--- config.mk ---
export PLATFORM = sky130hd
export DESIGN_NAME = timer_queue_expiry_unit
export DESIGN_NICKNAME = d
export VERILOG_FILES = /design/src/rtl/tqe_pkg.sv /design/src/rtl/timer_queue_expiry_unit.sv /design/src/rtl/tqe_ram.sv
export SDC_FILE = /design/constraint.sdc
export NUM_CORES = 2
export LEC_CHECK = 0
export ABC_AREA = 1
export BUFFER_PORTS_ARGS = -buffer_cell sky130_fd_sc_hd__buf_2
export CAP_MARGIN = 20
export CORE_ASPECT_RATIO = 1.2
export CORE_MARGIN = 8
export CORE_UTILIZATION = 40
export DETAILED_ROUTE_END_ITERATION = 16
export SYNTH_ARGS = -nofsm -noshare
export SYNTH_HDL_FRONTEND = slang
export SYNTH_SLANG_ARGS = --single-unit
--- constraint.sdc ---
create_clock -name clk -period 14.8 [get_ports clk]
set_clock_uncertainty 0.1 [all_clocks]
set_input_delay 4.44 -clock clk [delete_from_list [all_inputs] [get_ports clk]]
set_output_delay 4.44 -clock clk [all_outputs]
set_load 0.1 [all_outputs]
--- src/rtl/tqe_pkg.sv ---
// ----------------------------------------------------------------------------
// tqe_pkg: shared constants and types for the timer queue expiry unit
// Slot count, time widths, result kind codes and the field widths of the
// external ports.
// ----------------------------------------------------------------------------
package tqe_pkg;

    localparam int QUEUE_SLOTS = 16;
    localparam int TIME_BITS   = 56;

    // fixed widths of the port fields
    localparam int FTIME_W = 56;
    localparam int IVAL_W  = 32;
    localparam int ID_W    = 4;
    localparam int KIND_W  = 2;

    localparam int SLOT_W = $clog2(QUEUE_SLOTS);
    localparam int CNT_W  = $clog2(QUEUE_SLOTS + 1);

    typedef logic [TIME_BITS-1:0] time_t;
    typedef logic [IVAL_W-1:0]    ival_t;
    typedef logic [SLOT_W-1:0]    slot_t;
    typedef logic [KIND_W-1:0]    kind_t;

    localparam time_t TIME_MAX = '1;

    localparam kind_t KIND_ADDED    = 2'd0;
    localparam kind_t KIND_EXPIRED  = 2'd1;
    localparam kind_t KIND_REJECTED = 2'd2;
    localparam kind_t KIND_SUMMARY  = 2'd3;

    localparam logic REQ_ADD  = 1'b0;
    localparam logic REQ_TICK = 1'b1;

endpackage

--- src/rtl/timer_queue_expiry_unit.sv ---
// ----------------------------------------------------------------------------
// timer_queue_expiry_unit: ordered timer queue with expiry
// Add requests store a timer in the lowest free slot; tick requests emit due
// timers in order of expiry then slot id, re-arm or free them, and summarize.
// ----------------------------------------------------------------------------
// Sequence: a full add is rejected at once without a scan; an accepted add
// scans every slot for the current minimum, then writes. A tick makes one
// scan of the expiry RAM read port per emitted timer (at least one), plus
// re-arm and summary scans.
// Throughput: one request at a time; busy is high until the last beat.
// Result beats show for one cycle on strobe; the receiver cannot stall.
// Reset: asynchronous, active low; empties the queue (all slots free).
// ----------------------------------------------------------------------------
module timer_queue_expiry_unit (
    input  logic                    clk,
    input  logic                    rst_n,
    input  logic                    start,
    output logic                    busy,
    input  logic                    req_type,
    input  logic [tqe_pkg::FTIME_W-1:0] when_time,
    input  logic [tqe_pkg::IVAL_W-1:0]  interval_us,
    input  logic [tqe_pkg::FTIME_W-1:0] now_time,
    output logic                    strobe,
    output logic [tqe_pkg::KIND_W-1:0]  result_kind,
    output logic [tqe_pkg::ID_W-1:0]    timer_id,
    output logic                    earliest_changed,
    output logic                    next_valid,
    output logic [tqe_pkg::FTIME_W-1:0] next_expiry,
    output logic                    last
);

    import tqe_pkg::*;

    // sequencer states
    localparam logic [2:0] ST_IDLE      = 3'd0;
    localparam logic [2:0] ST_ADD_SCAN  = 3'd1;
    localparam logic [2:0] ST_ADD_WR    = 3'd2;
    localparam logic [2:0] ST_TICK_MARK = 3'd3;
    localparam logic [2:0] ST_TICK_SCAN = 3'd4;
    localparam logic [2:0] ST_REARM     = 3'd5;
    localparam logic [2:0] ST_SUM_SCAN  = 3'd6;

    localparam logic [CNT_W-1:0] CNT_END = CNT_W'(QUEUE_SLOTS);

    // control state
    logic [2:0]             state_reg, state_next;
    logic [CNT_W-1:0]       cnt_reg, cnt_next;
    logic                   pv_reg, pv_next;
    logic                   best_found_reg, best_found_next;
    logic [QUEUE_SLOTS-1:0] valid_reg, valid_next;
    logic [QUEUE_SLOTS-1:0] due_reg, due_next;
    logic [QUEUE_SLOTS-1:0] fired_reg, fired_next;
    logic                   strobe_reg, strobe_next;

    // payload
    logic                   req_reg, req_next;
    time_t                  when_reg, when_next;
    ival_t                  ival_reg, ival_next;
    time_t                  now_reg, now_next;
    slot_t                  pidx_reg, pidx_next;
    slot_t                  best_idx_reg, best_idx_next;
    time_t                  best_exp_reg, best_exp_next;
    kind_t                  kind_reg, kind_next;
    logic [ID_W-1:0]        id_reg, id_next;
    logic                   early_reg, early_next;
    logic                   nvalid_reg, nvalid_next;
    logic [FTIME_W-1:0]     nexp_reg, nexp_next;
    logic                   last_reg, last_next;

    // RAM ports
    logic                   exp_we, ival_we;
    slot_t                  exp_waddr;
    time_t                  exp_wdata;
    time_t                  exp_rdata;
    ival_t                  ival_rdata;
    slot_t                  rd_addr;

    // shared compare unit and helpers
    time_t                  cmp_a;
    logic                   cmp_lt;
    logic                   le_now;
    logic                   cand;
    logic                   scan_end;
    logic                   full;
    slot_t                  free_idx;
    logic [TIME_BITS:0]     rearm_sum;
    time_t                  rearm_time;
    logic [QUEUE_SLOTS-1:0] due_left;

    tqe_ram #(
        .WIDTH (TIME_BITS),
        .DEPTH (QUEUE_SLOTS)
    ) u_exp_ram (
        .clk   (clk),
        .we    (exp_we),
        .waddr (exp_waddr),
        .wdata (exp_wdata),
        .raddr (rd_addr),
        .rdata (exp_rdata)
    );

    tqe_ram #(
        .WIDTH (IVAL_W),
        .DEPTH (QUEUE_SLOTS)
    ) u_ival_ram (
        .clk   (clk),
        .we    (ival_we),
        .waddr (free_idx),
        .wdata (ival_reg),
        .raddr (rd_addr),
        .rdata (ival_rdata)
    );

    // One slot index is issued per cycle; its read data comes back in the next cycle.
    assign rd_addr  = cnt_reg[SLOT_W-1:0];
    assign scan_end = (cnt_reg == CNT_END) && !pv_reg;

    // Share one comparator: the scan minimum, or the new timer in the add write.
    assign cmp_a  = (state_reg == ST_ADD_WR) ? when_reg : exp_rdata;
    assign cmp_lt = cmp_a < best_exp_reg;
    assign le_now = exp_rdata <= now_reg;

    assign full = &valid_reg;

    // Re-arm at now plus interval, saturating at the top of the time range.
    assign rearm_sum  = {1'b0, now_reg} + (TIME_BITS + 1)'(ival_rdata);
    assign rearm_time = rearm_sum[TIME_BITS] ? TIME_MAX : rearm_sum[TIME_BITS-1:0];

    // lowest free slot
    always_comb
    begin
        free_idx = '0;
        for (int i = QUEUE_SLOTS - 1; i >= 0; i--)
        begin
            if (!valid_reg[i])
            begin
                free_idx = SLOT_W'(i);
            end
        end
    end

    always_comb
    begin
        due_left               = due_reg;
        due_left[best_idx_reg] = 1'b0;
    end

    // candidate for the running minimum in each scan kind
    always_comb
    begin
        case (state_reg)
            ST_ADD_SCAN,
            ST_SUM_SCAN:  cand = valid_reg[pidx_reg];
            ST_TICK_MARK: cand = valid_reg[pidx_reg] && le_now;
            ST_TICK_SCAN: cand = due_reg[pidx_reg];
            default:      cand = 1'b0;
        endcase
    end

    always_comb
    begin
        state_next      = state_reg;
        cnt_next        = cnt_reg;
        pv_next         = 1'b0;
        best_found_next = best_found_reg;
        valid_next      = valid_reg;
        due_next        = due_reg;
        fired_next      = fired_reg;
        strobe_next     = 1'b0;
        req_next        = req_reg;
        when_next       = when_reg;
        ival_next       = ival_reg;
        now_next        = now_reg;
        pidx_next       = pidx_reg;
        best_idx_next   = best_idx_reg;
        best_exp_next   = best_exp_reg;
        kind_next       = kind_reg;
        id_next         = id_reg;
        early_next      = early_reg;
        nvalid_next     = nvalid_reg;
        nexp_next       = nexp_reg;
        last_next       = last_reg;
        exp_we          = 1'b0;
        exp_waddr       = free_idx;
        exp_wdata       = when_reg;
        ival_we         = 1'b0;

        // Advance the slot scan in every scanning state.
        if (state_reg != ST_IDLE && state_reg != ST_ADD_WR && cnt_reg != CNT_END)
        begin
            cnt_next  = cnt_reg + 1'b1;
            pv_next   = 1'b1;
            pidx_next = cnt_reg[SLOT_W-1:0];
        end

        // Fold the slot that just came back from the RAM into the minimum.
        if (pv_reg)
        begin
            if (state_reg == ST_TICK_MARK)
            begin
                due_next[pidx_reg]   = cand;
                fired_next[pidx_reg] = cand;
            end
            if (cand && (!best_found_reg || cmp_lt))
            begin
                best_found_next = 1'b1;
                best_idx_next   = pidx_reg;
                best_exp_next   = exp_rdata;
            end
            if (state_reg == ST_REARM && fired_reg[pidx_reg])
            begin
                if (ival_rdata != '0)
                begin
                    exp_we    = 1'b1;
                    exp_waddr = pidx_reg;
                    exp_wdata = rearm_time;
                end
                else
                begin
                    valid_next[pidx_reg] = 1'b0;
                end
            end
        end

        case (state_reg)
            ST_IDLE:
            begin
                if (start)
                begin
                    req_next        = req_type;
                    when_next       = TIME_BITS'(when_time);
                    ival_next       = interval_us;
                    now_next        = TIME_BITS'(now_time);
                    cnt_next        = '0;
                    best_found_next = 1'b0;
                    if (req_type == REQ_TICK)
                    begin
                        state_next = ST_TICK_MARK;
                    end
                    else if (full)
                    begin
                        // Reject at once; state stays untouched.
                        strobe_next = 1'b1;
                        kind_next   = KIND_REJECTED;
                        id_next     = '0;
                        early_next  = 1'b0;
                        nvalid_next = 1'b0;
                        nexp_next   = '0;
                        last_next   = 1'b1;
                    end
                    else
                    begin
                        state_next = ST_ADD_SCAN;
                    end
                end
            end

            ST_ADD_SCAN:
            begin
                if (scan_end)
                begin
                    state_next = ST_ADD_WR;
                end
            end

            ST_ADD_WR:
            begin
                exp_we                = 1'b1;
                ival_we               = 1'b1;
                valid_next[free_idx]  = 1'b1;
                strobe_next           = 1'b1;
                kind_next             = KIND_ADDED;
                id_next               = ID_W'(free_idx);
                early_next            = !best_found_reg || cmp_lt;
                nvalid_next           = 1'b0;
                nexp_next             = '0;
                last_next             = 1'b1;
                state_next            = ST_IDLE;
            end

            ST_TICK_MARK,
            ST_TICK_SCAN:
            begin
                if (scan_end)
                begin
                    cnt_next        = '0;
                    best_found_next = 1'b0;
                    if (best_found_reg)
                    begin
                        // Emit the earliest due timer and drop it from the due set.
                        due_next    = due_left;
                        strobe_next = 1'b1;
                        kind_next   = KIND_EXPIRED;
                        id_next     = ID_W'(best_idx_reg);
                        early_next  = 1'b0;
                        nvalid_next = 1'b0;
                        nexp_next   = '0;
                        last_next   = 1'b0;
                        state_next  = (due_left != '0) ? ST_TICK_SCAN : ST_REARM;
                    end
                    else
                    begin
                        state_next = ST_REARM;
                    end
                end
            end

            ST_REARM:
            begin
                if (scan_end)
                begin
                    cnt_next        = '0;
                    best_found_next = 1'b0;
                    state_next      = ST_SUM_SCAN;
                end
            end

            ST_SUM_SCAN:
            begin
                if (scan_end)
                begin
                    strobe_next = 1'b1;
                    kind_next   = KIND_SUMMARY;
                    id_next     = '0;
                    early_next  = 1'b0;
                    nvalid_next = best_found_reg;
                    nexp_next   = best_found_reg ? FTIME_W'(best_exp_reg) : '0;
                    last_next   = 1'b1;
                    state_next  = ST_IDLE;
                end
            end

            default:
            begin
                state_next = ST_IDLE;
            end
        endcase
    end

    // control registers
    always_ff @(posedge clk or negedge rst_n)
    begin
        if (!rst_n)
        begin
            state_reg      <= ST_IDLE;
            cnt_reg        <= '0;
            pv_reg         <= 1'b0;
            best_found_reg <= 1'b0;
            valid_reg      <= '0;
            due_reg        <= '0;
            fired_reg      <= '0;
            strobe_reg     <= 1'b0;
        end
        else
        begin
            state_reg      <= state_next;
            cnt_reg        <= cnt_next;
            pv_reg         <= pv_next;
            best_found_reg <= best_found_next;
            valid_reg      <= valid_next;
            due_reg        <= due_next;
            fired_reg      <= fired_next;
            strobe_reg     <= strobe_next;
        end
    end

    // payload registers
    always_ff @(posedge clk)
    begin
        req_reg      <= req_next;
        when_reg     <= when_next;
        ival_reg     <= ival_next;
        now_reg      <= now_next;
        pidx_reg     <= pidx_next;
        best_idx_reg <= best_idx_next;
        best_exp_reg <= best_exp_next;
        kind_reg     <= kind_next;
        id_reg       <= id_next;
        early_reg    <= early_next;
        nvalid_reg   <= nvalid_next;
        nexp_reg     <= nexp_next;
        last_reg     <= last_next;
    end

    // The request kind only steers the sequencer at accept; hold it for the beat.
    assign busy             = (state_reg != ST_IDLE) && (req_reg == REQ_ADD || req_reg == REQ_TICK);
    assign strobe           = strobe_reg;
    assign result_kind      = kind_reg;
    assign timer_id         = id_reg;
    assign earliest_changed = early_reg;
    assign next_valid       = nvalid_reg;
    assign next_expiry      = nexp_reg;
    assign last             = last_reg;

endmodule

--- src/rtl/tqe_ram.sv ---
// ----------------------------------------------------------------------------
// tqe_ram: generic simple dual-port RAM
// One write port and one read port with registered read data.
// ----------------------------------------------------------------------------
module tqe_ram #(
    parameter int WIDTH = 8,
    parameter int DEPTH = 16
) (
    input  logic                     clk,
    input  logic                     we,
    input  logic [$clog2(DEPTH)-1:0] waddr,
    input  logic [WIDTH-1:0]         wdata,
    input  logic [$clog2(DEPTH)-1:0] raddr,
    output logic [WIDTH-1:0]         rdata
);

    logic [WIDTH-1:0] mem [DEPTH];
    logic [WIDTH-1:0] rdata_reg;

    always_ff @(posedge clk)
    begin
        if (we)
        begin
            mem[waddr] <= wdata;
        end
        rdata_reg <= mem[raddr];
    end

    assign rdata = rdata_reg;

endmodule
Word-level counts from Yosys, hierarchy flattened
Memories as Yosys holds them, arrays and structs flattened. A register that Yosys moved wholly into a read port is not among the register bits.
Cells that the tools add are included.
- add/subtract/negate cells: 2
- magnitude comparators: 8
- equality and inequality tests: 18
- muxes and demuxes: 120
- bitwise logic cells: 5
- reductions and logical operators: 26
- operators by type and width (cell ; count):
    $mux W56 ; 12
    $pmux W56 S4 ; 1
    $mux W16 ; 9
    $mux W4 ; 25
    $add A56 B32 Y57 ; 1
    $le A56 B56 Y1 ; 1
    $lt A56 B56 Y1 ; 1
    $mux W1 ; 39
    $and A16 B16 Y16 ; 2
    $bwmux W16 ; 2
    $not A16 Y16 ; 2
    $reduce_bool A32 Y1 ; 1
    $mux W3 ; 7
    $ne A2 B2 Y1 const B ; 8
    $or A16 B16 Y16 ; 1
    $pmux W1 S4 ; 4
    $pmux W4 S4 ; 1
    $reduce_and A16 Y1 ; 1
    $reduce_bool A16 Y1 ; 1
    $lt A4 B5 Y1 const B ; 3
    $mux W5 ; 3
    $pmux W3 S5 ; 1
    $bmux W1 S4 ; 3
    $demux W1 S4 ; 3
    other kinds (25) ; 47
- register bits: 332
- bits in writable memories: 1408
- input bits: 148
- output and inout bits: 67
- word-level logic and storage cells: 201
- memories: 2
- memory list (memory ; words ; width ; read ports ; clocked after memory_dff ; write ports ; RTL line ; source):
    u_exp_ram.mem ; 16 ; 56 ; 1 ; 1 ; 1 ; tqe_ram.sv:17 ; logic [WIDTH-1:0] mem [DEPTH];
    u_ival_ram.mem ; 16 ; 32 ; 1 ; 1 ; 1 ; tqe_ram.sv:17 ;

Longest topological paths before layout
- depth after elaboration: 22
- gate-level depth with buffers: 19
- gate-level depth less buffers: 19

Hierarchy
From an unflattened synthesis, not the netlist that was laid out.
- cells, all modules: 8054
- area total of the unflattened synthesis: 81841.0 µm²
- modules (own cells, without submodules) (module ; instances ; cells an instance ; area an instance (µm²) ; seq. area each (µm²)):
    tqe_ram at u_exp_ram ; 1 ; 3688 ; 39679.3 ; 28026.9
    tqe_ram at u_ival_ram ; 1 ; 2120 ; 22730.6 ; 16015.4
    timer_queue_expiry_unit ; 1 ; 2246 ; 19431.1 ; 9674.3

Worst setup path after synthesis
No wires, ideal clock.
- path kind: input -> register
- from: input port req_type
- to: register early_reg (netlist: earliest_changed), enable pin
- library setup time: 711 ps
- arrival: 12080 ps
- required time: 13989 ps
- path slack: 1909 ps
- cell stages on the path: 3
- path buffers: 0
- cell sequence: inv_1 > nand3_1 > o311ai_0
- cells in the longest elaborated chain, start to end: 2
- ends and longest elaborated chain (element ; RTL line ; source):
    start, declared ; timer_queue_expiry_unit.sv:19 ; input logic req_type,
    $ne A2 B2 Y1 (no source line) ; -- ;
    $reduce_and A7 Y1 (no source line) ; -- ;
    end signal, assigned ; timer_queue_expiry_unit.sv:379 ; early_reg <= early_next;
    end, declared ; timer_queue_expiry_unit.sv:65 ; logic early_reg, early_next;
No other way between the ends.
A chain may end at the register's enable or synchronous reset.

Worst setup path after layout
- from: register state_reg[0]
- to: output port busy
- cells in the longest elaborated chain, start to end: 1
- ends and longest elaborated chain (element ; RTL line ; source):
    start, declared ; timer_queue_expiry_unit.sv:46 ; logic [2:0] state_reg, state_next;
    start signal, assigned ; timer_queue_expiry_unit.sv:356 ; state_reg <= state_next;
    $reduce_bool A3 Y1 ; timer_queue_expiry_unit.sv:386 ; assign busy = (state_reg != ST_IDLE) && (req_reg == REQ_ADD || req_reg == REQ_TICK);
    end, declared ; timer_queue_expiry_unit.sv:18 ; output logic busy,
No other way between the ends.

==> summary.md <==
| Metric | Value |
|---|---|
| Fmax | 146 MHz |
| Largest register by flop count | u_exp_ram.mem |
| Slew headroom | 25.7% |
| Status | finished, final reports clean |
| Clk root buf | clkbuf_16 |
| Die ar. | 202000 sq um |
| Num rows | 174 |
| CP max-delay cell | dfrtp_1 |
| Mux contribution to synthesized area | 0% |
| Via/cell ratio | 5.59 |
| Clk sink count | 1828 |
| Tot GR Track Use | 20.7% |
| Post-route minimum period | 6870 ps |
| RSZ-0062 raised after global routing | no |
| Vias in the first global route | 48200 |
| Register area | 53700 sq um |
| Die Wd | 411 um |
| Pins Over Slew Limit | 0 |
| Met3 wire len | 17400 um |
| Crit Path Class | reg -> out |
| Synth cell types | 52 |
| Global route total overflow | 0 |
| Hold_buf cts | 0 |
| Initial antenna violation count | 5 |
| CP Max Fanout | 6 |
| Post-Synth Adder-Cell Area | 2.44% |
| Final Non-Filler Cells | 8941 |
| Synthesized-area fraction occupied by xor and xnor cells | 0.630% |
| Cell breakdown of the critical path | nor2_1 > inv_1 > nor2_1 > inv_1 > buf_2 |
| M1 WL | 92600 um |
| Wire length per cell | 24.2 um |
| Worst slew pin tran | 1120 ps |
| Final worst setup slack | 7930 ps |
| Clock insertion delay at the later pin of the skew report | 830 ps |
| Initial Util | 40.1% |
| Worst Setup SP | state_reg[0] |
| Setup WS pre-CTS | 7850 ps |
| Total power | 17.1 mW |
| R2R Path Start | state_reg[0] |
| First-pass GRT wire length | 315000 um |
| Number of fill cells | 16800 |
| Type of the most critical hold path | reg -> reg |
| Max stage delay on crit path | 420 ps |
| Yosys warns | 0 |
| Register area share after synthesis | 71.6% |
| Final Hold Slack | 365 ps |
| First-pass DRT Iterations | 5 |
| Starting DRT DRC Count | 5603 |
| Startpoint types | flip-flop |
| Post-CTS setup buffers | 0 |
| R2R Setup Slk | 9780 ps |
| I/O pins | 215 |
| Clock transition at path regs | 60 ps |
| CTS buffer count | 181 |
| DR DRC count | 0 |
| Die Ht | 491 um |
| GP Congestion | 0.889 |
| Buf+Inv Stages, Crit Path | 3 |
| Main combinational cell family by area after synthesis | compound AO/OA/AOI/OAI gates |
| Via count | 50000 |
| Cells after synthesis | 6162 |
| Final period util | 46.4% |
| CP required | 10260 ps |
| Post-synth EDFFs | 1681 |
| CTS tree | built |
| Largest net degree at the start of global routing | 146 |
| Max reg flops | 896 |
| Post-synthesis async set-or-reset flop share | 3.23% |
| Routed Antenna Nets | 0 |
| Syn_nets | 6456 |
| Placed insts | 8599 |
| R2R cell count | 14 |
| Critical Path Sink Type | output pin |
| Max clock buf depth | 3 |
| Synthesized area | 75100 sq um |
| Setup TNS | 0 ps |
| WL met2 | 100000 um |
| Largest registers | u_exp_ram.mem x896, u_ival_ram.mem x512 |
| Max Used Layer | met4 |
| Layout area overhead | 13.0% |
| CTS H-Tree Depth | 4 |
| Leak Pwr | 29.9 nW |
| Hold Fails Final Rpt | 0 |
| Critical Path End | busy |
| Dpl hpwl | 126000 um |
| Core ar. | 187000 sq um |
| Final WL | 217000 um |
| Syn Area/Cell | 12.2 sq um |
| Port Buffers | 214 |
| Post-cts resize count | 0 |
| Crit path DAT | 2330 ps |
| Most common flop cell mapped by yosys | edfxtp_1 |
| Final nets | 6614 |
| Post-synthesis compound-gate area fraction | 11.5% |
| Layout cells sized above 1 | 9.64% |
| #FFs+latches synth | 1828 |
| VDD IR-drop max | 0.139 mV |
| Area of the multi-input gates | 19000 sq um |
| Final instance area | 84800 sq um |
| Final Core Density | 45.4% |
| Final setup fails | 0 |
| Crit-path leading delay family | buffers and inverters |
| Max-cap violation count | 0 |
| Reg2reg end | best_exp_reg[46] |
| WP depth | 5 |
| Post-DP Area | 78900 sq um |
| Power Density | 201 nW/um^2 |
| Simple-gate share of the synthesized area | 10.4% |
synth_stat cells, types with 3 or more instances:
| master | instances | share of area [%] |
|---|---|---|
| edfxtp_1 | 1681 | 67 |
| a21oi_1 | 141 | 0.94 |
| nand2_1 | 662 | 3.3 |
| o21ai_0 | 861 | 5.7 |
| a21o_1 | 7 | 0.070 |
| dfrtp_1 | 59 | 2.0 |
| xnor2_1 | 13 | 0.15 |
| clkbuf_1 | 285 | 1.4 |
| o31ai_1 | 4 | 0.040 |
| inv_1 | 369 | 1.8 |
| inv_2 | 5 | 0.025 |
| a22oi_1 | 9 | 0.090 |
| buf_2 | 21 | 0.14 |
| nand4_1 | 21 | 0.18 |
| o21bai_1 | 4 | 0.040 |
| a31oi_1 | 5 | 0.042 |
| o221ai_1 | 122 | 1.4 |
| nor4_1 | 19 | 0.16 |
| nand2_2 | 3 | 0.025 |
| o21a_1 | 34 | 0.34 |
| o211ai_1 | 59 | 0.59 |
| buf_1 | 10 | 0.050 |
| nand3_1 | 189 | 1.3 |
| nor2_1 | 992 | 5.0 |
| dfxtp_1 | 88 | 2.3 |
| nor3_1 | 35 | 0.23 |
| ha_1 | 145 | 2.4 |
| buf_6 | 3 | 0.045 |
| o22ai_1 | 246 | 2.0 |
| xor2_1 | 41 | 0.48 |
cell usage in the layout (no fill, tap or decap), types with 7 or more instances in the layout:
| master | netlist | layout |
|---|---|---|
| nor2_1 | 992 | 960 |
| o211ai_1 | 59 | 59 |
| nor4_1 | 19 | 19 |
| dfxtp_1 | 88 | 88 |
| nand4_1 | 21 | 21 |
| nand3_1 | 189 | 189 |
| a21oi_1 | 141 | 141 |
| a21o_1 | 7 | 7 |
| dfrtp_1 | 59 | 55 |
| inv_1 | 369 | 363 |
| buf_4 | 1 | 78 |
| clkinv_2 | 0 | 24 |
| clkbuf_1 | 285 | 56 |
| nand2_1 | 662 | 661 |
| inv_2 | 5 | 8 |
| edfxtp_1 | 1681 | 1681 |
| nor2_4 | 0 | 32 |
| clkbuf_8 | 0 | 22 |
| o221ai_1 | 122 | 122 |
| o22ai_1 | 246 | 246 |
| ha_1 | 145 | 145 |
| buf_2 | 21 | 214 |
| nor3_1 | 35 | 34 |
| bufinv_16 | 0 | 12 |
| o21a_1 | 34 | 34 |
| xnor2_1 | 13 | 13 |
| a22oi_1 | 9 | 9 |
| o21ai_0 | 861 | 861 |
| clkbuf_16 | 0 | 182 |
| xor2_1 | 41 | 41 |
| clkinv_1 | 0 | 22 |
layer usage:
| layer | track usage [%] | up-vias |
|---|---|---|
| met1 | 28.8 | 24900 |
| li1 | - | 22600 |
| met2 | 33.2 | 2110 |
| met5 | 0 | - |
| met3 | 3.68 | 389 |
| met4 | 6.33 | 0 |
cell families (layout without fill, tap and decap cells):
logic type,after synthesis,after routing
other,0,2
buffers and inverters,695,1008
flip-flops,1828,1828
AO/OA/AOI/OAI,1501,1501
adder cells (fa/ha/maj),146,146
AND/OR/NAND/NOR,1938,1938
XOR/XNOR,54,54
how the worst min path moves through the flow:
stage / start / end / slack, ps / cells after the start
finish: u_exp_ram.rdata[20] / best_exp_reg[20] / 370 / 0
global route: u_exp_ram.rdata[9] / best_exp_reg[9] / 380 / 0
CTS: u_exp_ram.rdata[20] / best_exp_reg[20] / 370 / 0
detailed placement: u_exp_ram.rdata[20] / best_exp_reg[20] / 350 / 0
global placement: u_exp_ram.rdata[18] / best_exp_reg[18] / 350 / 0
floorplan: u_exp_ram.rdata[0] / best_exp_reg[0] / 330 / 0
report_power, final:
| group | leakage [nW] | internal [mW] | switching (mW) |
|---|---|---|---|
| Sequential | 16.8 | 6.43 | 0.588 |
| Clock | 2.89 | 2.61 | 1.97 |
| Combinational | 10.2 | 1.44 | 4.04 |
| Total | 29.9 | 10.5 | 6.60 |
worst reg2reg max path, delay by kind of cell, from the launching register on:
family	cells	cell delay (ps)
AOI/OAI and AO/OA	3	1100
and+or+nand+nor	8	1290
DFF	1	420
buffers and inverters	2	1390
adders and majority gates	1	220
layout make-up:
type,count,share of cell area [%]
Sequential cell,1828,63.3
Multi-Input combinational cell,3639,22.3
Clock buffer,259,5.96
Tap cell,2464,3.63
Timing Repair Buffer,295,2.01
Inverter,375,1.69
Clock inverter,79,1.03
Antenna cell,2,0.00590
Power figures use the tool's default switching activity.
